--- config.mk ---
export PLATFORM = sky130hd
export DESIGN_NAME = thk_queue
export DESIGN_NICKNAME = d
export VERILOG_FILES = /design/src/rtl/thk_pkg.sv /design/src/rtl/thk_queue.sv
export SDC_FILE = /design/constraint.sdc
export NUM_CORES = 1
export LEC_CHECK = 0
export BUFFER_PORTS_ARGS = -buffer_cell sky130_fd_sc_hd__buf_2
export CORE_MARGIN = 10
export CORE_UTILIZATION = 57
export DETAILED_ROUTE_END_ITERATION = 16
export PLACE_DENSITY = 0.8
export SLEW_MARGIN = 25
export SYNTH_ARGS = -nofsm -noshare
export SYNTH_HDL_FRONTEND = slang
export SYNTH_SLANG_ARGS = --single-unit
--- constraint.sdc ---
create_clock -name clk -period 7.48 [get_ports clk]
set_input_delay 1.496 -clock clk [delete_from_list [all_inputs] [get_ports clk]]
set_output_delay 1.496 -clock clk [all_outputs]
set_load 0.1 [all_outputs]
--- src/rtl/thk_pkg.sv ---
// Shared types, constants and helper functions of the kinetic tensor accumulator.
package thk_pkg;

    // Default fixed-point fraction width and queue depth.
    localparam int unsigned THK_FRAC_BITS   = 16;
    localparam int unsigned THK_QUEUE_DEPTH = 4;

    // Tensor layout: xx yy zz xy xz yz, and the result slots with the temperature first.
    localparam int unsigned AXIS_N   = 3;
    localparam int unsigned TENSOR_N = 6;
    localparam int unsigned RES_N    = TENSOR_N + 1;
    localparam int unsigned RES_TEMP = 0;

    // Velocity axes that form each tensor component.
    localparam int unsigned PAIR_A [TENSOR_N] = '{0, 1, 2, 0, 0, 1};
    localparam int unsigned PAIR_B [TENSOR_N] = '{0, 1, 2, 1, 2, 2};

    // Configuration register indexes.
    localparam int unsigned CFG_IDX_W = 8;
    localparam logic [CFG_IDX_W-1:0] REG_BIAS_X        = 8'd0;
    localparam logic [CFG_IDX_W-1:0] REG_BIAS_Y        = 8'd1;
    localparam logic [CFG_IDX_W-1:0] REG_BIAS_Z        = 8'd2;
    localparam logic [CFG_IDX_W-1:0] REG_TEMP_FACTOR   = 8'd3;
    localparam logic [CFG_IDX_W-1:0] REG_ENERGY_FACTOR = 8'd4;

    // Accumulator word and its saturation limits.
    typedef logic signed [63:0] acc_t;
    localparam acc_t SUM_MAX = 64'sh7FFF_FFFF_FFFF_FFFF;
    localparam acc_t SUM_MIN = 64'sh8000_0000_0000_0000;

    // One atom after the center-of-mass velocity has been removed.
    typedef struct packed {
        logic signed [32:0] dx;
        logic signed [32:0] dy;
        logic signed [32:0] dz;
        logic [31:0]        mass;
        logic               grp;
        logic               last;
    } q_entry_t;

    // Queue write side and read side.
    typedef struct packed {
        logic     valid;
        q_entry_t entry;
    } q_wr_t;

    typedef struct packed {
        logic     valid;
        q_entry_t entry;
    } q_rd_t;

    // Final sums handed from the accumulator to the finishing sequencer.
    typedef struct packed {
        logic                     valid;
        acc_t [TENSOR_N-1:0]      sums;
    } acc_out_t;

    // Scale factors used by the finishing sequencer.
    typedef struct packed {
        logic [31:0] temp_factor;
        logic [31:0] energy_factor;
    } cfg_factors_t;

    // Signed 64-bit addition that saturates at both ends of the range.
    function automatic acc_t sat_add64(input acc_t a, input acc_t b);
        logic signed [64:0] s;
        s = {a[63], a} + {b[63], b};
        if (s[64] != s[63]) begin
            return s[64] ? SUM_MIN : SUM_MAX;
        end
        return s[63:0];
    endfunction

endpackage

--- src/rtl/thk_queue.sv ---
// Small FIFO that decouples the front end from the accumulation pipeline.
module thk_queue import thk_pkg::*; #(
    parameter int unsigned DEPTH = THK_QUEUE_DEPTH
) (
    input  logic  clk,
    input  logic  rst_n,
    input  q_wr_t wr,
    output logic  full,
    output q_rd_t rd,
    input  logic  pop
);

    localparam int unsigned PTRW = $clog2(DEPTH);
    localparam int unsigned CNTW = $clog2(DEPTH + 1);

    q_entry_t        mem_reg [DEPTH];
    logic [PTRW-1:0] wr_ptr_reg, wr_ptr_next;
    logic [PTRW-1:0] rd_ptr_reg, rd_ptr_next;
    logic [CNTW-1:0] count_reg, count_next;
    logic            do_push;
    logic            do_pop;

    assign full     = (count_reg == CNTW'(DEPTH));
    assign rd.valid = (count_reg != '0);
    assign rd.entry = mem_reg[rd_ptr_reg];

    assign do_push = wr.valid && !full;
    assign do_pop  = pop && rd.valid;

    // Pointer and fill count update.
    always_comb
    begin
        wr_ptr_next = wr_ptr_reg;
        rd_ptr_next = rd_ptr_reg;
        count_next  = count_reg;
        if (do_push)
        begin
            wr_ptr_next = (wr_ptr_reg == PTRW'(DEPTH - 1)) ? '0 : wr_ptr_reg + 1'b1;
        end
        if (do_pop)
        begin
            rd_ptr_next = (rd_ptr_reg == PTRW'(DEPTH - 1)) ? '0 : rd_ptr_reg + 1'b1;
        end
        if (do_push && !do_pop)
        begin
            count_next = count_reg + 1'b1;
        end
        else if (do_pop && !do_push)
        begin
            count_next = count_reg - 1'b1;
        end
    end

    always_ff @(posedge clk or negedge rst_n)
    begin
        if (!rst_n)
        begin
            wr_ptr_reg <= '0;
            rd_ptr_reg <= '0;
            count_reg  <= '0;
        end
        else
        begin
            wr_ptr_reg <= wr_ptr_next;
            rd_ptr_reg <= rd_ptr_next;
            count_reg  <= count_next;
        end
    end

    // Storage needs no reset.
    always_ff @(posedge clk)
    begin
        if (do_push)
        begin
            mem_reg[wr_ptr_reg] <= wr.entry;
        end
    end

`ifndef SYNTH
    a_count_bound: assert property (@(posedge clk) disable iff (!rst_n)
        (count_reg <= CNTW'(DEPTH)) && !(do_pop && (count_reg == '0)))
        else $error("queue fill count out of range");
`endif

endmodule

==> run metrics, run 1 <==
status=finished, final reports clean; worst hold start=count_reg[2]; final hold viol count=0; CTS sink cnt=539; Worst EP arrival=3.02 ns; max_cap viols=0; width of the die=205.4 um; CTS Root Cell=clkbuf_16; placed cells=1429; FF-to-FF setup slack=4.68 ns; Final Non-Filler Cells=1527; clock tree buffer depth=3; worst-path cell with the longest stage delay=dfrtp_4; Gate Count Post-Synth=732; fraction of layout cells with a size suffix above 1=45.80%; H-Tree Depth=2; TritonCTS clock tree=built; Post-Syn Area=0.01959 mm^2; Initial Utilization=58.13%; clk slew on worst S/H paths=0.06 ns; worst r2r dst=mem_reg[1][62]; CTS Hold Bufs=0; vias in the first global route=9422; RR Startpoint=count_reg[2]; Synth cell types=19; RSZ-0062 raised after global routing=false; # IOs=272; initial antenna violation count=12; worst skew pair latency=0.55 ns; Yosys top cell by area=edfxtp_1; Buf/Inv on CP=3; cts bufs inserted=51; Worst path max stage delay=0.63 ns; WHS Path Cells=1; min-delay worst type=reg2reg; drt first pass iters=4; critical path class=reg2out; Vias=8779; DPL Wire Length=23750 um; Rel. slew slack=32.73%; Max Slew Vio Count=0; drt first-iter violations=641; pin count of the biggest net entering global routing=76; DR vias/cell=5.749; CTS resizes=0; Fillers=2055; die area=0.04218 mm^2; FP Rows=67; max FFs per register=532; area share of the largest cell type after synthesis=81.55%; core area=0.03370 mm^2; fin crit share=60.37%; Die Ht=205.4 um; top post-synthesis cells by area=edfxtp_1 82%, mux4_2 15%, dfrtp_1 0.89%; worst hold endpoint=count_reg[2]; worst-path fanout max=34; Seq cells post-synth=539; Routed Antenna Nets=0; post-synthesis sequential area ratio=82.44%; r2r worst-path depth=4; first-pass GRT wire length=58490 um; area grow syn2layout=17.62%; GR Overflow Total=0; CP required=5.98 ns; GPL Wtd Cong=0.6971; Slew @ Worst Pin=1.009 ns; CP Cell Sequence=buf_16 -> buf_4 -> mux4_2 -> buf_2; Fin Clk Skew=0.01475 ns; Final Setup Violations=0; nets=1179; synth warn=0; # DRC=0; Top delay family on crit path=buffers and inverters; PortBufs=271; Post-CTS Repair Setup Buffers=0; routed length per placed instance=25.48 um; Synth Area per Inst=26.76 um^2; Startpoint Class=flop; post-route minimum period=4.515 ns; GRT Total Usage=18.39%; max frequency=0.2215 GHz; final WL=38900 um; Worst Setup End Kind=output port; syn_nets=876
-- routing by layer --
layer	wire [um]	share of wire, %	up-vias	global-route usage (%)
met3	3327	8.6	69	6.196
met5	82	0.21	-	0
met1	14630	38	4596	23.32
met4	824	2.1	14	4.988
met2	20040	52	312	30.09
li1	-	-	3788	-
-- Yosys cell counts --
master	n
edfxtp_1	532
mux4_2	133
buf_2	16
buf_6	7
dfrtp_1	7
clkbuf_1	6
ha_1	6
mux2_2	5
nor2_1	4
and2_2	3
inv_1	3
nand2_1	2
xor2_1	2
buf_4	1
fa_1	1
nor2b_1	1
nor3b_1	1
or3_2	1
xnor2_1	1
-- cell type report --
cell class              instances  area (um^2)  area share (%)
inverters                       3        11.26         0.04887
flip-flops and latches        539        16160           70.12
well taps                     448        560.5           2.433
diodes                          7        17.52         0.07602
clock buffers                  71         1391           6.038
repair buffers                280         1506           6.538
multi-input cells             160         3258           14.14
clock inverters                19        138.9          0.6027
-- worst max-delay path by stage --
| stage | cells past startpoint | from | slack [ns] | to |
|---|---|---|---|---|
| after CTS | 3 | rd_ptr_reg[0] | 2.62 | rd[65] |
| after global placement | 3 | rd_ptr_reg[0] | 3.26 | rd[72] |
| after global routing | 4 | rd_ptr_reg[0] | 2.73 | rd[65] |
| after floorplan | 2 | wr[133] | -0.19 | mem_reg[3][0] |
| final | 4 | rd_ptr_reg[0] | 2.96 | rd[72] |
| after detailed placement | 3 | rd_ptr_reg[0] | 3.26 | rd[72] |
-- stage by stage --
stage               util [%]  hold slack (ns)  setup WS, ns  setup TNS (ns)  cell area, um^2
finish                 68.37           0.5128         2.965               0            23040
global route           68.35           0.5525         2.731               0            23030
CTS                    68.24           0.5192         2.625               0            23000
detailed placement     63.70           0.4995         3.263               0            21470
global placement       63.70           0.4751         3.259               0            21470
floorplan                  -           0.4451       -0.1888          -25.12            19600
-- logic make-up (layout without fill, tap and decap cells) --
| family | Yosys count | count (layout) | share of synthesized area, % |
|---|---|---|---|
| xor+xnor | 3 | 3 | 0.1341 |
| flops | 539 | 539 | 82.44 |
| fa+ha+maj | 7 | 7 | 0.4854 |
| simple gates | 12 | 12 | 0.3385 |
| other cells | 0 | 7 | 0 |
| mux | 138 | 138 | 15.58 |
| buf+inv | 33 | 373 | 1.022 |
-- layout by cell type, fill, tap and decap left out, types with 4 or more instances in the layout --
cell type,instances
clkinv_2,5
buf_12,5
edfxtp_1,532
ha_1,6
clkbuf_16,51
mux4_2,133
diode_2,7
clkinv_1,10
buf_2,271
clkbuf_8,4
dfrtp_1,5
mux2_2,5
clkbuf_1,16
Power of run 1 is left out: the tool's default activity adds up to more than one toggle a clock period on the data nets, which glitch-free logic cannot reach.
==> run 2, diff against run 1 <==
==> constraint.sdc (replaced) <==
create_clock -name clk -period 4.3 [get_ports clk]
set_input_delay 0.86 -clock clk [delete_from_list [all_inputs] [get_ports clk]]
set_output_delay 0.86 -clock clk [all_outputs]
set_load 0.1 [all_outputs]
==> run 2 against run 1 <==
Against the previous run: hold slack got worse by 0.39 ns; clock skew is 0.0046 ns lower; first-iteration DRC count down 12%; cell count rose by 0.85%; register-to-register slack got worse by 2.8 ns; highest routed layer unchanged; non-clock buffer count is 8 higher; largest cell class unchanged; critical path depth decreased by 1.
==> run metrics, run 2 (synthesis results as in run 1) <==
register area=0.01616 mm^2; Post-CTS Repair Setup Buffers=0; worst r2r dst=mem_reg[0][45]; nets=1187; H-Tree Depth=2; Vias=8898; Final Non-Filler Cells=1540; max FFs per register=532; cts bufs inserted=51; max_cap viols=0; initial antenna violation count=14; worst skew pair latency=0.56 ns; Die Ht=205.4 um; min-delay worst type=in2async; GPL Wtd Cong=0.7456; # DRC=0; Buf/Inv on CP=2; DR vias/cell=5.778; pin count of the biggest net entering global routing=75; setup ws final=0.7309 ns; r2r worst-path depth=4; Max Slew Vio Count=0; CP Depth=3; worst-path fanout max=38; Fin Clk Skew=0.01019 ns; RR Startpoint=count_reg[2]; status=finished, final reports clean; Routed Antenna Nets=0; vias in the first global route=9675; worst setup path end=rd[93]; die area=0.04218 mm^2; DPL Wire Length=25080 um; CTS Hold Bufs=0; RSZ-0062 raised after global routing=false; PortBufs=271; Worst path max stage delay=0.82 ns; final hold viol count=0; FF-to-FF setup slack=1.88 ns; drt first pass iters=4; max frequency=0.2802 GHz; core area=0.03370 mm^2; multi-input logic area=0.003258 mm^2; placed cells=1438; crit path from=rd_ptr_reg[1]; fraction of layout cells with a size suffix above 1=46.76%; first-pass GRT wire length=60600 um; worst-path cell with the longest stage delay=dfrtp_4; Worst Setup End Kind=output port; clk slew on worst S/H paths=0.06 ns; GRT Total Usage=19.25%; CP Cell Sequence=buf_4 -> mux4_2 -> buf_2; Rel. slew slack=34.89%; FP Rows=67; Core Util, Final=68.85%; Initial Utilization=58.13%; Top delay family on crit path=buffers and inverters; CTS resizes=0; post-route minimum period=3.569 ns; CTS sink cnt=539; drt first-iter violations=567; routed length per placed instance=26.42 um; most frequent cells in the layout=532 x edfxtp_1, 271 x buf_2, 133 x mux4_2, 52 x clkbuf_16, 15 x clkinv_1; final WL=40690 um; most common cell after layout, fill and taps aside=edfxtp_1; Placement Setup Slack=1.298 ns; clock tree buffer depth=3; fin crit share=83.00%; width of the die=205.4 um; GR Overflow Total=0; Slew @ Worst Pin=0.9744 ns; area grow syn2layout=18.44%; Fillers=2011; Startpoint Class=flop; TritonCTS clock tree=built; Final Setup Violations=0; CTS Root Cell=clkbuf_16; Worst EP arrival=2.71 ns; critical path class=reg2out; # IOs=272; CP required=3.44 ns
-- run 2: cell types whose count changed in the layout (fill, tap and decap cells not counted), moves of 4 or more --
cell,change
clkinv_2,+5
diode_2,+5
buf_12,+4
clkbuf_8,-4
buf_4,+5
clkinv_1,+5
clkbuf_1,-11
-- run 2: layout make-up --
| cell class | count | share of cell area, % |
|---|---|---|
| Clock buffer | 57 | 5.689 |
| Clock inverter | 33 | 1.154 |
| Antenna cell | 12 | 0.1294 |
| Tap cell | 448 | 2.416 |
| Multi-Input combinational cell | 160 | 14.04 |
| Timing Repair Buffer | 288 | 6.881 |
| Inverter | 3 | 0.04853 |
| Sequential cell | 539 | 69.64 |
-- run 2: stage by stage --
step	setup TNS [ns]	hold slack [ns]	instance area [um^2]
2_1_floorplan	-363.47	0.4451	19600
3_3_place_gp	0	0.4618	21580
3_5_place_dp	0	0.4917	21580
4_1_cts	0	0.09725	23170
5_1_grt	0	0.1081	23180
6_report	0	0.1238	23200
-- run 2: worst min-delay path by stage --
stage,from,to,cells past startpoint
detailed placement,count_reg[2],count_reg[2],1
global route,rst_n,wr_ptr_reg[0],1
CTS,rst_n,wr_ptr_reg[0],1
floorplan,count_reg[2],count_reg[2],1
global placement,count_reg[2],count_reg[2],1
finish,rst_n,wr_ptr_reg[0],1
-- run 2: routing by layer --
| layer | routed length [um] | global-route usage [%] |
|---|---|---|
| met5 | 73 | 0 |
| met4 | 901 | 5.881 |
| met3 | 3538 | 6.495 |
| met2 | 21050 | 31.89 |
| met1 | 15120 | 23.74 |
-- run 2: worst register-to-register path, cell delays in order, from the launching register on --
cell and delay (ns):
dfrtp_1 0.41, nor3b_2 0.20, nor2b_1 0.43, and2_4 0.26, buf_4 0.69
Power of run 2 is left out for the same reason.
==> run 3, diff against run 2 <==
==> constraint.sdc (replaced) <==
create_clock -name clk -period 3.4 [get_ports clk]
set_input_delay 0.68 -clock clk [delete_from_list [all_inputs] [get_ports clk]]
set_output_delay 0.68 -clock clk [all_outputs]
set_load 0.1 [all_outputs]
==> run 3 against run 2 <==
Against the previous run: register-to-register slack got worse by 0.84 ns; hold slack better by 0.20 ns; design area increased by 0.38%; worst setup slack lost 0.50 ns; first-iteration DRC count is 9.9% higher; critical path depth increased by 1; critical endpoint is now rd[1].
==> run metrics, run 3 (synthesis results as in run 1) <==
Final Non-Filler Cells=1544; max_cap viols=0; CTS resizes=0; Worst path max stage delay=0.57 ns; CP required=2.72 ns; critical path class=reg2out; Worst EP arrival=2.49 ns; cts bufs inserted=51; status=finished, final reports clean; min-delay worst type=in2reg; max FFs per register=532; max frequency=0.3155 GHz; Routed Antenna Nets=0; Rel. slew slack=63.51%; Buf/Inv on CP=3; most frequent cells in the layout=532 x edfxtp_1, 271 x buf_2, 133 x mux4_2, 51 x clkbuf_16, 16 x buf_12; worst skew pair latency=0.56 ns; most common cell after layout, fill and taps aside=edfxtp_1; Vias=8880; fraction of layout cells with a size suffix above 1=46.46%; setup TNS=0 ns; final hold viol count=0; Top delay family on crit path=buffers and inverters; CTS Root Cell=clkbuf_16; GPL Wtd Cong=0.7264; area grow syn2layout=18.89%; TritonCTS clock tree=built; GRT Total Usage=19.54%; CTS sink cnt=539; first-pass GRT wire length=61220 um; DR vias/cell=5.751; vias in the first global route=9765; # DRC=0; post-route minimum period=3.170 ns; die area=0.04218 mm^2; Final Setup Violations=0; pin count of the biggest net entering global routing=76; Initial Utilization=58.13%; PortBufs=271; FP Rows=67; clock tree buffer depth=3; Startpoint Class=flop; # IOs=272; CP Cell Sequence=buf_12 -> buf_4 -> mux4_2 -> buf_2; Slew @ Worst Pin=0.5512 ns; Worst Setup End Kind=output port; core area=0.03370 mm^2; worst-path fanout max=21; drt first-iter violations=623; nets=1195; DPL Wire Length=25350 um; H-Tree Depth=2; routed length per placed instance=26.24 um; placed cells=1445; worst-path cell with the longest stage delay=dfrtp_4; fin crit share=93.22%; clk slew on worst S/H paths=0.07 ns; drt first pass iters=5; final WL=40510 um; initial antenna violation count=10; width of the die=205.4 um; Fin Clk Skew=0.01523 ns; Max Slew Vio Count=0; Die Ht=205.4 um; GR Overflow Total=0; RSZ-0062 raised after global routing=false
run 3: repair_timing:
action                                 4_1_cts  5_1_grt
hold buffers                                 1        0
endpoints found under the hold margin        7        0
setup buffers                                0        0
run 3: worst paths after layout:
| path | from | to | slack (ns) | depth (start not counted) |
|---|---|---|---|---|
| min in group asynchronous | rst_n | rd_ptr_reg[0] | 0.53 | 2 |
| setup reg to reg | count_reg[0] | count_reg[2] | 1.04 | 8 |
| hold reg to reg | count_reg[2] | count_reg[2] | 0.50 | 1 |
| hold / removal | wr[98] | mem_reg[0][98] | 0.32 | 1 |
| max in group asynchronous | rst_n | rd_ptr_reg[1] | 2.66 | 2 |
| setup / recovery | rd_ptr_reg[0] | rd[1] | 0.23 | 4 |
run 3: metal layers:
metal / up-vias / global-route usage, % / wire length [um]
li1: 3812 / - / -
met1: 4650 / 24.32 / 15180
met2: 346 / 32.51 / 20830
met3: 64 / 6.180 / 3584
met4: 8 / 5.802 / 859
met5: - / 0 / 55
run 3: stage by stage:
step / util, % / hold WS [ns] / setup WS [ns] / instance area, um^2
2_1_floorplan: - / 0.3844 / 0.2449 / 19610
3_3_place_gp: 64.48 / 0.4816 / 0.8338 / 21730
3_5_place_dp: 64.48 / 0.4968 / 0.8085 / 21730
4_1_cts: 69.06 / 0.2871 / 0.1581 / 23270
5_1_grt: 69.09 / 0.3004 / 0.1113 / 23280
6_report: 69.11 / 0.3240 / 0.2304 / 23290
run 3: layout make-up:
cell class | instances | area (um^2)
antenna | 7 | 17.52
tap | 448 | 560.5
clock inverter | 29 | 216.5
sequential | 539 | 16160
multi-input combinational | 160 | 3262
clock buffer | 62 | 1318
timing repair buffer | 296 | 1747
fill | 2042 | 10410
inverter | 3 | 11.26
run 3: worst reg2reg max path: cells and delay by family, from the launching register on:
kind / cells / cell delay [ns]
buffers and inverters: 1 / 0.06
flip-flops: 1 / 0.45
AND/OR/NAND/NOR: 3 / 0.88
adder cells (fa/ha/maj): 2 / 0.60
XOR/XNOR: 2 / 0.30
Power of run 3 is left out for the same reason.
