`src/rtl/thk_pkg.sv`:
```
// Shared types, constants and helper functions of the kinetic tensor accumulator.
package thk_pkg;

    // Default fixed-point fraction width and queue depth.
    localparam int unsigned THK_FRAC_BITS   = 16;
    localparam int unsigned THK_QUEUE_DEPTH = 4;

    // Tensor layout: xx yy zz xy xz yz, and the result slots with the temperature first.
    localparam int unsigned AXIS_N   = 3;
    localparam int unsigned TENSOR_N = 6;
    localparam int unsigned RES_N    = TENSOR_N + 1;
    localparam int unsigned RES_TEMP = 0;

    // Velocity axes that form each tensor component.
    localparam int unsigned PAIR_A [TENSOR_N] = '{0, 1, 2, 0, 0, 1};
    localparam int unsigned PAIR_B [TENSOR_N] = '{0, 1, 2, 1, 2, 2};

    // Configuration register indexes.
    localparam int unsigned CFG_IDX_W = 8;
    localparam logic [CFG_IDX_W-1:0] REG_BIAS_X        = 8'd0;
    localparam logic [CFG_IDX_W-1:0] REG_BIAS_Y        = 8'd1;
    localparam logic [CFG_IDX_W-1:0] REG_BIAS_Z        = 8'd2;
    localparam logic [CFG_IDX_W-1:0] REG_TEMP_FACTOR   = 8'd3;
    localparam logic [CFG_IDX_W-1:0] REG_ENERGY_FACTOR = 8'd4;

    // Accumulator word and its saturation limits.
    typedef logic signed [63:0] acc_t;
    localparam acc_t SUM_MAX = 64'sh7FFF_FFFF_FFFF_FFFF;
    localparam acc_t SUM_MIN = 64'sh8000_0000_0000_0000;

    // One atom after the center-of-mass velocity has been removed.
    typedef struct packed {
        logic signed [32:0] dx;
        logic signed [32:0] dy;
        logic signed [32:0] dz;
        logic [31:0]        mass;
        logic               grp;
        logic               last;
    } q_entry_t;

    // Queue write side and read side.
    typedef struct packed {
        logic     valid;
        q_entry_t entry;
    } q_wr_t;

    typedef struct packed {
        logic     valid;
        q_entry_t entry;
    } q_rd_t;

    // Final sums handed from the accumulator to the finishing sequencer.
    typedef struct packed {
        logic                     valid;
        acc_t [TENSOR_N-1:0]      sums;
    } acc_out_t;

    // Scale factors used by the finishing sequencer.
    typedef struct packed {
        logic [31:0] temp_factor;
        logic [31:0] energy_factor;
    } cfg_factors_t;

    // Signed 64-bit addition that saturates at both ends of the range.
    function automatic acc_t sat_add64(input acc_t a, input acc_t b);
        logic signed [64:0] s;
        s = {a[63], a} + {b[63], b};
        if (s[64] != s[63]) begin
            return s[64] ? SUM_MIN : SUM_MAX;
        end
        return s[63:0];
    endfunction

endpackage

```
`src/rtl/thk_if.sv`:
```
// Channel interfaces: atom items, result items and configuration writes.
interface thk_item_if import thk_pkg::*; ();
    logic               valid;
    logic               ready;
    logic signed [31:0] vel_x;
    logic signed [31:0] vel_y;
    logic signed [31:0] vel_z;
    logic [31:0]        atom_mass;
    logic               in_group;
    logic               last_atom;

    modport source (output valid, vel_x, vel_y, vel_z, atom_mass, in_group, last_atom,
                    input ready);
    modport sink   (input valid, vel_x, vel_y, vel_z, atom_mass, in_group, last_atom,
                    output ready);
endinterface


interface thk_cfg_if import thk_pkg::*; ();
    logic                 valid;
    logic                 ready;
    logic [CFG_IDX_W-1:0] index;
    logic [31:0]          data;

    modport source (output valid, index, data, input ready);
    modport sink   (input valid, index, data, output ready);
endinterface

```
`src/rtl/thk_front.sv`:
```
// Front end: configuration registers, atom intake and thermal velocity formation.
module thk_front import thk_pkg::*; #(
    parameter int unsigned FRAC_BITS = THK_FRAC_BITS
) (
    input  logic          clk,
    input  logic          rst_n,
    thk_cfg_if.sink       cfg,
    thk_item_if.sink      item,
    output q_wr_t         wr,
    input  logic          q_full,
    output cfg_factors_t  factors
);

    localparam logic [31:0] ENERGY_ONE = 32'(1) << FRAC_BITS;

    logic [31:0] bias_x_reg, bias_x_next;
    logic [31:0] bias_y_reg, bias_y_next;
    logic [31:0] bias_z_reg, bias_z_next;
    logic [31:0] temp_factor_reg, temp_factor_next;
    logic [31:0] energy_factor_reg, energy_factor_next;

    // Register writes are always taken; unknown indexes are dropped.
    assign cfg.ready = 1'b1;

    always_comb
    begin
        bias_x_next        = bias_x_reg;
        bias_y_next        = bias_y_reg;
        bias_z_next        = bias_z_reg;
        temp_factor_next   = temp_factor_reg;
        energy_factor_next = energy_factor_reg;
        if (cfg.valid)
        begin
            case (cfg.index)
                REG_BIAS_X:        bias_x_next        = cfg.data;
                REG_BIAS_Y:        bias_y_next        = cfg.data;
                REG_BIAS_Z:        bias_z_next        = cfg.data;
                REG_TEMP_FACTOR:   temp_factor_next   = cfg.data;
                REG_ENERGY_FACTOR: energy_factor_next = cfg.data;
                default:
                begin
                end
            endcase
        end
    end

    always_ff @(posedge clk or negedge rst_n)
    begin
        if (!rst_n)
        begin
            bias_x_reg        <= '0;
            bias_y_reg        <= '0;
            bias_z_reg        <= '0;
            temp_factor_reg   <= '0;
            energy_factor_reg <= ENERGY_ONE;
        end
        else
        begin
            bias_x_reg        <= bias_x_next;
            bias_y_reg        <= bias_y_next;
            bias_z_reg        <= bias_z_next;
            temp_factor_reg   <= temp_factor_next;
            energy_factor_reg <= energy_factor_next;
        end
    end

    assign factors.temp_factor   = temp_factor_reg;
    assign factors.energy_factor = energy_factor_reg;

    // A transaction is taken whenever the queue has room.
    assign item.ready = !q_full;
    assign wr.valid   = item.valid && !q_full;

    // Thermal velocity is exact in 33 bits.
    assign wr.entry.dx   = {item.vel_x[31], item.vel_x} - {bias_x_reg[31], bias_x_reg};
    assign wr.entry.dy   = {item.vel_y[31], item.vel_y} - {bias_y_reg[31], bias_y_reg};
    assign wr.entry.dz   = {item.vel_z[31], item.vel_z} - {bias_z_reg[31], bias_z_reg};
    assign wr.entry.mass = item.atom_mass;
    assign wr.entry.grp  = item.in_group;
    assign wr.entry.last = item.last_atom;

endmodule

```
`src/flat_wrapper.sv`:
```
// flat-port wrapper written by rule: the top's interface ports become plain ports
module thk_front_flat import thk_pkg::*;
#(
    parameter int unsigned FRAC_BITS = THK_FRAC_BITS
)
  (clk, rst_n, wr, q_full, factors, cfg_valid, cfg_index, cfg_data, cfg_ready, item_valid, item_vel_x, item_vel_y, item_vel_z, item_atom_mass, item_in_group, item_last_atom, item_ready);
  thk_cfg_if cfg_i ();
  thk_item_if item_i ();
  input  logic clk;
  input  logic rst_n;
  output q_wr_t wr;
  input  logic q_full;
  output cfg_factors_t factors;
  input wire logic [$bits(cfg_i.valid)-1:0] cfg_valid;
  input wire logic [$bits(cfg_i.index)-1:0] cfg_index;
  input wire logic [$bits(cfg_i.data)-1:0] cfg_data;
  output wire logic [$bits(cfg_i.ready)-1:0] cfg_ready;
  input wire logic [$bits(item_i.valid)-1:0] item_valid;
  input wire logic [$bits(item_i.vel_x)-1:0] item_vel_x;
  input wire logic [$bits(item_i.vel_y)-1:0] item_vel_y;
  input wire logic [$bits(item_i.vel_z)-1:0] item_vel_z;
  input wire logic [$bits(item_i.atom_mass)-1:0] item_atom_mass;
  input wire logic [$bits(item_i.in_group)-1:0] item_in_group;
  input wire logic [$bits(item_i.last_atom)-1:0] item_last_atom;
  output wire logic [$bits(item_i.ready)-1:0] item_ready;
  assign cfg_i.valid = cfg_valid;
  assign cfg_i.index = cfg_index;
  assign cfg_i.data = cfg_data;
  assign cfg_ready = cfg_i.ready;
  assign item_i.valid = item_valid;
  assign item_i.vel_x = item_vel_x;
  assign item_i.vel_y = item_vel_y;
  assign item_i.vel_z = item_vel_z;
  assign item_i.atom_mass = item_atom_mass;
  assign item_i.in_group = item_in_group;
  assign item_i.last_atom = item_last_atom;
  assign item_ready = item_i.ready;
  thk_front #(.FRAC_BITS(FRAC_BITS)) u_core (.clk(clk), .rst_n(rst_n), .cfg(cfg_i), .item(item_i), .wr(wr), .q_full(q_full), .factors(factors));
endmodule
```
`config.mk`:
```
export PLATFORM = sky130hd
export DESIGN_NAME = thk_front_flat
export DESIGN_NICKNAME = d
export VERILOG_FILES = /design/src/rtl/thk_pkg.sv /design/src/rtl/thk_if.sv /design/src/rtl/thk_front.sv /design/src/flat_wrapper.sv
export SDC_FILE = /design/constraint.sdc
export NUM_CORES = 1
export LEC_CHECK = 0
export BUFFER_PORTS_ARGS = -buffer_cell sky130_fd_sc_hd__buf_2
export CAP_MARGIN = 5
export CORE_AREA = 3 3 169 171
export CTS_CLUSTER_SIZE = 25
export DETAILED_ROUTE_END_ITERATION = 10
export DIE_AREA = 0 0 172 174
export PLACE_DENSITY = 0.67
export SYNTH_ARGS = -nofsm -noshare
export SYNTH_HDL_FRONTEND = slang
export SYNTH_SLANG_ARGS = --single-unit
```
`constraint.sdc`:
```
create_clock -name clk -period 4.5 [get_ports clk]
set_clock_uncertainty 0.2 [all_clocks]
set_input_delay 0.9 -clock clk [delete_from_list [all_inputs] [get_ports clk]]
set_output_delay 0.9 -clock clk [all_outputs]
set_load 0.05 [all_outputs]
```
==> impl_metrics.yaml, run 1 <==
critical_path:
  crit_type: "input pin to output port"
  cp-start-kind: "input pin"
  r2r-start: "u_core.energy_factor_reg[19]$_DFFE_PN0P_"
  path_delay_family: "compound AO/OA/AOI/OAI gates"
  endpoint: "wr[96]"
  path_buf_inv: 3
  reg2reg_depth: 1
  crit_fanout: 3
  crit_path_end_kind: "output port"
  cp_cell_sequence: "buf_2 > ha_1 > buf_4 > o21a_1 > o21ai_0 > a21bo_2 > a31oi_2 > a31oi_2 > o41a_1 > xnor2_1 > buf_2"
  worst_path_max_delay_cell: "o21ai_0"
  crit_cells: 11
  critPathMaxStageDelay_ns: 0.36
  crit_start: "item_vel_y[2]"
  rrSetupSlack_ns: 3.50
  required_ns: 3.40
  cp.arrival_ns: 3.34
  r2r-end: "u_core.energy_factor_reg[19]$_DFFE_PN0P_"
die:
  num_io_pins: 375
  die-area_um2: 29900
  start_util_pct: 42.9
  rows: 60
  fp.dieH_um: 174
  dieWidth_um: 172
  coreArea_um2: 27000
yosys:
  yosysSeqAreaShare_pct: 34.6
  synth_simple_gate_area_share_pct: 12.2
  synth-async-reset-ratio_pct: 100
  syn_avg_cell_area_um2: 8.83
  synth_top_family_by_area: "compound AO/OA/AOI/OAI gates"
  synth.distinct_cells: 82
  yosys_register_bits: 160
  synth-adder-area-share_pct: 10.9
  yosys_warnings: 0
  synth_mux_area_share_pct: 6.68
  synth_area_um2: 11600
  yosysTopAreaCellShare_pct: 34.3
  synth-compound-area-share_pct: 21.3
  synth_xor_area_share_pct: 6.35
  synth_top_area_cell: "dfrtp_1"
  synth_area_leaders: "dfrtp_1 (34%), ha_1 (10%), mux2_2 (6.5%)"
  synth-main-ff-cell: "dfrtp_1"
  syn_nets: 1586
  syn_inst: 1312
  synth_edf_count: 0
sta:
  rsz0062_at_grt: "yes"
  slew_violations: 0
  fmax_ghz: 0.225
  relSlewSlack_pct: 63.1
  setup_viol: 0
  min_period_ns: 4.44
  hold_viol: 0
  tightest_slew_ns: 0.554
  fin_crit_sh_pct: 98.7
  tns_ns: 0
power:
  power_frac_seq_pct: 28.2
  pwr_density_cell_nw_per_um2: 382
  p_sw_mw: 2.31
  p_int_mw: 3.25
  p_leak_nw: 7.86
  ir_drop_mv: 0.268
  combPwrFrac_pct: 43.0
  power_mw: 5.55
  clkPwrFrac_pct: 28.8
  sw_frac_of_total_pct: 41.5
clock_network:
  clkLatencyLatePin_ns: 0.43
  ctsLongestPathBuffers: 2
  cts-root-buf: "clkbuf_16"
  clock-sinks: 160
  htreeDepth: 4
  path_clk_slew_ns: 0.07
  cts_tree: "built"
  cts_made_buffers: 17
grt:
  use_met1_pct: 29.6
  grt_max_degree: 64
  overflow: 0
  antenna_found_initial: 5
  busiest_layer: "met2"
  met3_usage_pct: 4.21
  grt_first_pass_wirelength_um: 53600
  grt_pass1_vias: 10300
  grt_use_met2_pct: 37.0
  grtUsageTotal_pct: 22.6
placed_design:
  port-buffer-count: 305
  dp_hpwl_um: 27800
  gp_congestion: 0.933
drt:
  first_pass_iters: 5
  vias_per_cell: 5.35
  drt_iter0_markers: 577
  vias: 10500
  drcViolationCount: 0
  wl_per_cell_um: 17.7
  drt-total-wl_um: 34800
  ant_nets: 0
final_layout:
  seqCellArea_um2: 4010
  drive_above_1_share_pct: 32.4
  final_util_pct: 53.8
  nets: 1891
  multi_input_area_um2: 6900
  syn_to_final_growth_pct: 25.6
  fillers: 2559
status:
  status: "complete, no violations"
run:
  drv_cap: 0
hold_path:
  min_path_type: "input pin to async pin"
==> synth_stat cells, drive strengths merged, types with 15 or more instances <==
library cell  number
dfrtp            159
nand2            150
o21ai            136
inv              130
ha                96
a21oi             95
mux2              67
xnor2             53
buf               46
nor2              45
a21o              40
clkbuf            35
xor2              31
nor2b             24
nand2b            18
nand4             18
nand3             16
a31oi             15
==> layout by cell type, fill, tap and decap left out, types with 41 or more instances in the layout <==
cell,n
inv_1,129
ha_1,92
nand2_1,149
dfrtp_1,159
a21oi_1,88
mux2_2,67
o21ai_0,126
nor2_1,41
buf_2,289
buf_4,65
xnor2_1,51
==> through the flow <==
stage / hold WS (ns) / worst slack (ns) / instances / instance area, µm²
6_report: 0.211 / 0.0602 / 1970 / 14600
5_1_grt: 0.231 / -0.0291 / 1970 / 14600
4_1_cts: 0.221 / 0.0127 / 1965 / 14400
3_5_place_dp: 0.287 / -0.198 / 1934 / 13600
3_3_place_gp: 0.281 / -0.153 / 1934 / 13600
2_1_floorplan: 0.285 / -0.204 / 1312 / 11600
==> power groups by stage <==
stage | Combinational (mW) | Clock (mW) | Sequential (mW)
6_report | 2.39 | 1.60 | 1.57
5_1_grt | 2.54 | 1.70 | 1.58
4_1_cts | 2.34 | 1.63 | 1.57
3_5_place_dp | 2.31 | 0 | 1.59
3_3_place_gp | 2.31 | 0 | 1.59
2_1_floorplan | 1.66 | 0 | 1.69
==> layout make-up <==
type / count / area share, %
Multi-Input combinational cell: 941 / 47.4
Clock inverter: 10 / 1.20
Sequential cell: 160 / 27.5
Tap cell: 341 / 2.93
Antenna cell: 1 / 0.0172
Inverter: 130 / 3.35
Timing Repair Buffer: 367 / 14.3
Clock buffer: 20 / 3.21
==> kinds of logic (layout without fill, tap and decap cells) <==
kind of cell	count (synthesis)	in the layout
other cells	1	2
flops	160	160
buf+inv	211	527
compound gates	385	385
fa+ha+maj	99	99
simple gates	303	303
xor+xnor	84	84
mux	69	69
==> metal layers <==
metal  routed length, µm  share of wire (%)
met1               15400                 44
met2               16400                 47
met3                1840                5.3
met4                1110                3.2
met5                  50               0.14
==> repair_timing <==
| action | 4_1_cts | 5_1_grt |
|---|---|---|
| hold buffers | 0 | 0 |
| hold endpoints to repair | 0 | 0 |
| resized for setup | 16 | 41 |
| pin swaps | 6 | 13 |
| setup endpoints to repair | 21 | 24 |
| buffers inserted | 1 | 4 |
==> how the worst min path moves through the flow <==
stage                                              to  slack, ns  depth (start not counted)
2_1_floorplan        u_core.bias_x_reg[0]$_DFFE_PN0P_       0.28                          1
3_3_place_gp   u_core.temp_factor_reg[15]$_DFFE_PN0P_       0.28                          1
3_5_place_dp   u_core.temp_factor_reg[13]$_DFFE_PN0P_       0.29                          1
4_1_cts              u_core.bias_y_reg[2]$_DFFE_PN0P_       0.22                          1
5_1_grt              u_core.bias_y_reg[2]$_DFFE_PN0P_       0.23                          1
6_report             u_core.bias_y_reg[2]$_DFFE_PN0P_       0.21                          1
Note: power is estimated with default switching activity, not from simulation.
==> inputs of run 2 (changes only) <==
--- a/config.mk
+++ b/config.mk
@@ -7,11 +7,11 @@
 export LEC_CHECK = 0
 export BUFFER_PORTS_ARGS = -buffer_cell sky130_fd_sc_hd__buf_2
 export CAP_MARGIN = 5
-export CORE_AREA = 3 3 169 171
+export CORE_AREA = 3 3 201 203
 export CTS_CLUSTER_SIZE = 25
 export DETAILED_ROUTE_END_ITERATION = 10
-export DIE_AREA = 0 0 172 174
-export PLACE_DENSITY = 0.67
+export DIE_AREA = 0 0 204 206
+export PLACE_DENSITY = 0.51
 export SYNTH_ARGS = -nofsm -noshare
 export SYNTH_HDL_FRONTEND = slang
 export SYNTH_SLANG_ARGS = --single-unit
==> run 2 against run 1 <==
Register-to-register slack hardly changed. Clock power is 10% lower. Non-clock buffer count is 23 higher. Combinational power is 3% higher. Worst setup slack better by 0.0016 ns. Global-route usage is 4.9 points lower. Largest power group unchanged.
==> impl_metrics.yaml, run 2 (synthesis results as in run 1) <==
critical_path:
  cp.arrival_ns: 3.34
  r2r-start: "u_core.energy_factor_reg[19]$_DFFE_PN0P_"
  cp-start-kind: "input pin"
  worst_path_max_delay_cell: "a2111oi_4"
  crit_path_end_kind: "output port"
  critPathMaxStageDelay_ns: 0.59
  cp_cell_sequence: "buf_2 > inv_1 > ha_2 > fa_2 > nand2b_4 > a21oi_2 > o21ai_2 > a21oi_4 > a2111oi_4 > o31ai_4 > a21boi_1 > buf_4 > xnor2_2 > buf_6"
  crit_fanout: 4
  rrSetupSlack_ns: 3.50
  crit_type: "input pin to output port"
  required_ns: 3.40
  crit_start: "item_vel_y[0]"
grt:
  antenna_found_initial: 5
  grt_first_pass_wirelength_um: 58300
  grt_max_degree: 77
  grt_pass1_vias: 10700
  grtUsageTotal_pct: 17.7
  overflow: 0
drt:
  top_layer: "met5"
  wl_per_cell_um: 17.6
  drt-total-wl_um: 38200
  met1_length_um: 17400
  vias: 10400
  drt_iter0_markers: 441
  wl_met3_um: 1730
  ant_nets: 0
  vias_per_cell: 4.79
  route.met2.wl_um: 18500
  first_pass_iters: 5
  drcViolationCount: 0
clock_network:
  htreeDepth: 4
  path_clk_slew_ns: 0.06
  cts-root-buf: "clkbuf_16"
  ctsLongestPathBuffers: 2
  clkLatencyLatePin_ns: 0.43
  clock-sinks: 160
  hold_buffers: 0
  cts_tree: "built"
  cts_made_buffers: 17
sta:
  relSlewSlack_pct: 48.1
  rsz0062_at_grt: "yes"
  setup_viol: 0
  tightest_slew_ns: 0.778
  hold_viol: 0
  min_period_ns: 4.44
  tns_ns: 0
  fmax_ghz: 0.225
  fin_hold_ws_ns: 0.300
  fin_crit_sh_pct: 98.6
  slew_violations: 0
final_layout:
  syn_to_final_growth_pct: 29.2
  nets: 1914
  drive_above_1_share_pct: 33.2
  stdcell_count: 2173
  layout.cells.most_common_list: "buf_2 (285), dfrtp_1 (159), nand2_1 (149), inv_1 (129), o21ai_0 (124)"
  layout_commonest_cell: "buf_2"
  fillers: 3918
run:
  drv_cap: 0
die:
  die-area_um2: 42000
  rows: 72
  dieWidth_um: 204
  coreArea_um2: 38600
  num_io_pins: 375
  fp.dieH_um: 206
  start_util_pct: 30.0
power:
  ir_drop_mv: 0.204
  power_mw: 5.47
  p_leak_nw: 7.92
  pwr_density_cell_nw_per_um2: 365
hold_path:
  hold_start: "u_core.temp_factor_reg[24]$_DFFE_PN0P_"
  min_path_type: "flip-flop to flip-flop"
placed_design:
  dp_hpwl_um: 30600
  place_inst: 2133
  port-buffer-count: 305
  gp_congestion: 0.866
status:
  status: "complete, no violations"
## run 2: cell type report
class | instances | area (µm²) | share of cell area (%)
diodes | 2 | 5.00 | 0.0334
multi-input cells | 941 | 6920 | 46.2
inverters | 130 | 490 | 3.28
clock inverters | 11 | 105 | 0.702
well taps | 518 | 648 | 4.33
repair buffers | 390 | 2340 | 15.6
clock buffers | 21 | 460 | 3.08
flip-flops and latches | 160 | 4010 | 26.8
## run 2: worst paths after layout
path,endpoint,cells past startpoint
setup / recovery,wr[95],14
hold / removal,u_core.temp_factor_reg[24]$_DFFE_PN0P_,1
setup reg to reg,u_core.energy_factor_reg[19]$_DFFE_PN0P_,1
hold reg to reg,u_core.temp_factor_reg[24]$_DFFE_PN0P_,1
max in group asynchronous,u_core.temp_factor_reg[9]$_DFFE_PN0P_,2
min in group asynchronous,u_core.bias_x_reg[0]$_DFFE_PN0P_,1
## run 2: routing by layer
layer | vias up | global-route usage (%)
met1 | 4928 | 22.9
met5 | - | 0
met4 | 6 | 3.86
met3 | 36 | 3.45
met2 | 239 | 30.8
li1 | 5195 | -
## run 2: repair_timing
item                                    4_1_cts  5_1_grt
pin swaps                                     9       19
buffers inserted                              1        6
endpoints found under the setup margin       15       26
gates resized for setup                      21       42
## run 2: where the power goes
group / total [mW] / internal (mW) / switching [mW]
clock network: 1.44 / 0.797 / 0.645
logic: 2.46 / 0.782 / 1.68
registers: 1.57 / 1.53 / 0.0318
## run 2: per-stage QoR
stage / util (%) / area [µm²] / setup slack, ns
floorplan: - / 11600 / -0.204
global placement: 36.5 / 14100 / -0.286
detailed placement: 36.5 / 14100 / -0.282
CTS: 38.2 / 14800 / 0.00651
global route: 38.7 / 15000 / -0.0527
finish: 38.7 / 15000 / 0.0618
## run 2: critical path: cells and delay by family
kind / cells / cell delay, ns
compound gates: 6 / 1.29
xor+xnor: 1 / 0.10
buf+inv: 4 / 0.46
fa+ha+maj: 2 / 0.43
simple gates: 1 / 0.14
==> inputs of run 3 (changes only) <==
--- a/config.mk
+++ b/config.mk
@@ -5,13 +5,14 @@
 export SDC_FILE = /design/constraint.sdc
 export NUM_CORES = 1
 export LEC_CHECK = 0
+export ABC_AREA = 1
 export BUFFER_PORTS_ARGS = -buffer_cell sky130_fd_sc_hd__buf_2
 export CAP_MARGIN = 5
-export CORE_AREA = 3 3 201 203
+export CORE_AREA = 3 3 220 222
 export CTS_CLUSTER_SIZE = 25
 export DETAILED_ROUTE_END_ITERATION = 10
-export DIE_AREA = 0 0 204 206
-export PLACE_DENSITY = 0.51
+export DIE_AREA = 0 0 223 225
+export PLACE_DENSITY = 0.49
 export SYNTH_ARGS = -nofsm -noshare
 export SYNTH_HDL_FRONTEND = slang
 export SYNTH_SLANG_ARGS = --single-unit
==> run 3 against run 2 <==
Sequential share of layout area fell by 2.3 points. Critical path depth increased by 2. Maximum frequency grew 13%.
==> impl_metrics.yaml, run 3 <==
yosys:
  synth_area_leaders: "dfrtp_1 (29%), nand2_1 (25%), inv_1 (14%)"
  yosysMostFrequentCell: "nand2_1"
  synth_area_um2: 13900
  syn_nets: 2547
  syn_avg_cell_area_um2: 6.11
  synth-main-ff-cell: "dfrtp_1"
  synth-async-reset-ratio_pct: 100
  synth.distinct_cells: 32
  yosys_warnings: 0
  yosys_register_bits: 160
  synth_edf_count: 0
  yosysSeqAreaShare_pct: 28.8
  synth_common_cells: "nand2_1 (925), inv_1 (512), dfrtp_1 (159)"
  synth_top_area_cell: "dfrtp_1"
  yosysTopAreaCellShare_pct: 28.6
  syn_inst: 2273
clock_network:
  clkLatencyLatePin_ns: 0.44
  cts_made_buffers: 17
  path_clk_slew_ns: 0.08
  cts_resized: 0
  htreeDepth: 4
  cts-root-buf: "clkbuf_16"
  clock-sinks: 160
  postCtsSetupBuffers: 0
  cts_tree: "built"
  hold_buffers: 0
  ctsLongestPathBuffers: 2
final_layout:
  nets: 2810
  layout.cells.most_common_list: "nand2_1 (925), inv_1 (512), buf_2 (304), dfrtp_1 (159), nor2_1 (130)"
  stdcell_count: 3157
  multi_input_area_um2: 7510
  seqCellArea_um2: 4010
  fillers: 5259
  syn_to_final_growth_pct: 17.8
  final_util_pct: 35.2
  drive_above_1_share_pct: 15.1
  layout_commonest_cell: "nand2_1"
die:
  rows: 79
  start_util_pct: 29.8
  fp.dieH_um: 225
  num_io_pins: 375
  die-area_um2: 50200
  dieWidth_um: 223
  coreArea_um2: 46600
drt:
  ant_nets: 0
  drt_iter0_markers: 797
  first_pass_iters: 5
  wl_per_cell_um: 15.6
  drt-total-wl_um: 49100
  drcViolationCount: 0
  vias_per_cell: 4.39
  vias: 13900
sta:
  fin_crit_sh_pct: 87.6
  rsz0062_at_grt: "no"
  final.setup.worst_slack_ns: 0.557
  fin_hold_ws_ns: 0.261
  setup_viol: 0
  tns_ns: 0
  fmax_ghz: 0.254
  tightest_slew_ns: 0.938
  slew_violations: 0
  relSlewSlack_pct: 37.4
  min_period_ns: 3.94
  hold_viol: 0
run:
  drv_cap: 0
power:
  pwr_density_cell_nw_per_um2: 288
  ir_drop_mv: 0.231
  p_leak_nw: 10.1
grt:
  grt_max_degree: 75
  grtUsageTotal_pct: 19.3
  overflow: 0
  antenna_found_initial: 6
  grt_first_pass_wirelength_um: 75100
  grt_pass1_vias: 13400
critical_path:
  endpoint: "wr[99]"
  rrSetupSlack_ns: 3.42
  crit_type: "input pin to output port"
  crit_cells: 16
  cp_cell_sequence: "buf_2 > inv_1 > ha_1 > fa_1 > inv_1 > nand2_1 > nand2_1 > nand3_1 > nand2_1 > nand2_1 > nand2_1 > nand2_1 > nand2_1 > nand2_1 > nand2_1 > buf_2"
  required_ns: 3.40
  worst_path_max_delay_cell: "fa_1"
  reg2reg_depth: 2
  path_buf_inv: 4
  r2r-end: "u_core.bias_z_reg[1]$_DFFE_PN0P_"
  cp-start-kind: "input pin"
  crit_start: "item_vel_y[0]"
  critPathMaxStageDelay_ns: 0.42
  cpMostUsedCell: "nand2_1"
  crit_fanout: 3
  crit_path_end_kind: "output port"
  r2r-start: "u_core.bias_z_reg[1]$_DFFE_PN0P_"
  cp.arrival_ns: 2.84
  path_delay_family: "simple AND/OR/NAND/NOR gates"
hold_path:
  min_path_type: "input pin to async pin"
placed_design:
  gp_congestion: 0.883
  dp_hpwl_um: 41000
  place_inst: 3124
  port-buffer-count: 305
  place_ws_ns: 0.548
status:
  status: "complete, no violations"
## run 3: worst min-delay path by stage
stage | start | end | slack [ns] | cells past startpoint
2_1_floorplan | u_core.bias_x_reg[11]$_DFFE_PN0P_ | u_core.bias_x_reg[11]$_DFFE_PN0P_ | 0.25 | 2
3_3_place_gp | u_core.temp_factor_reg[1]$_DFFE_PN0P_ | u_core.temp_factor_reg[1]$_DFFE_PN0P_ | 0.26 | 2
3_5_place_dp | u_core.bias_y_reg[8]$_DFFE_PN0P_ | u_core.bias_y_reg[8]$_DFFE_PN0P_ | 0.27 | 2
4_1_cts | rst_n | u_core.bias_x_reg[0]$_DFFE_PN0P_ | 0.29 | 1
5_1_grt | u_core.bias_y_reg[8]$_DFFE_PN0P_ | u_core.bias_y_reg[8]$_DFFE_PN0P_ | 0.30 | 2
6_report | rst_n | u_core.bias_x_reg[0]$_DFFE_PN0P_ | 0.26 | 1
## run 3: logic make-up (layout without fill, tap and decap cells)
logic type,after synthesis,count (layout),share of synthesized area (%)
DFF,160,160,28.8
and+or+nand+nor,1163,1163,33.0
AOI/OAI and AO/OA,227,227,9.15
buffers and inverters,578,854,17.1
other,1,2,0.0270
xor gates and xnor gates,45,45,2.84
adders and majority gates,99,99,9.08
## run 3: metal layers
metal	wire [µm]	up-vias	part of all wire [%]	global-route usage (%)
li1	-	7289	-	-
met1	23000	6193	47	26.3
met2	22400	335	46	31.8
met3	2880	44	5.9	3.96
met4	804	4	1.6	4.20
met5	27	-	0.055	0.190
## run 3: power by group
| group | leakage (nW) | total [mW] | internal, mW | switching, mW |
|---|---|---|---|---|
| Combinational | 7.59 | 1.67 | 0.448 | 1.23 |
| Sequential | 2.20 | 1.55 | 1.51 | 0.0397 |
| Clock | 0.287 | 1.49 | 0.801 | 0.691 |
| Total | 10.1 | 4.71 | 2.75 | 1.96 |
## run 3: per-stage QoR
stage / cell area, µm² / power, mW
6_report: 16400 / 4.71
3_5_place_dp: 15800 / 3.26
3_3_place_gp: 15800 / 3.25
2_1_floorplan: 13900 / 2.89
5_1_grt: 16400 / 5.00
4_1_cts: 16400 / 4.77
## run 3: cell type report
class | instances | area share, %
Multi-Input combinational cell | 1535 | 45.9
Sequential cell | 160 | 24.5
Inverter | 512 | 11.7
Timing Repair Buffer | 310 | 9.67
Tap cell | 607 | 4.64
Clock buffer | 19 | 2.70
Clock inverter | 13 | 0.886
Antenna cell | 1 | 0.0153
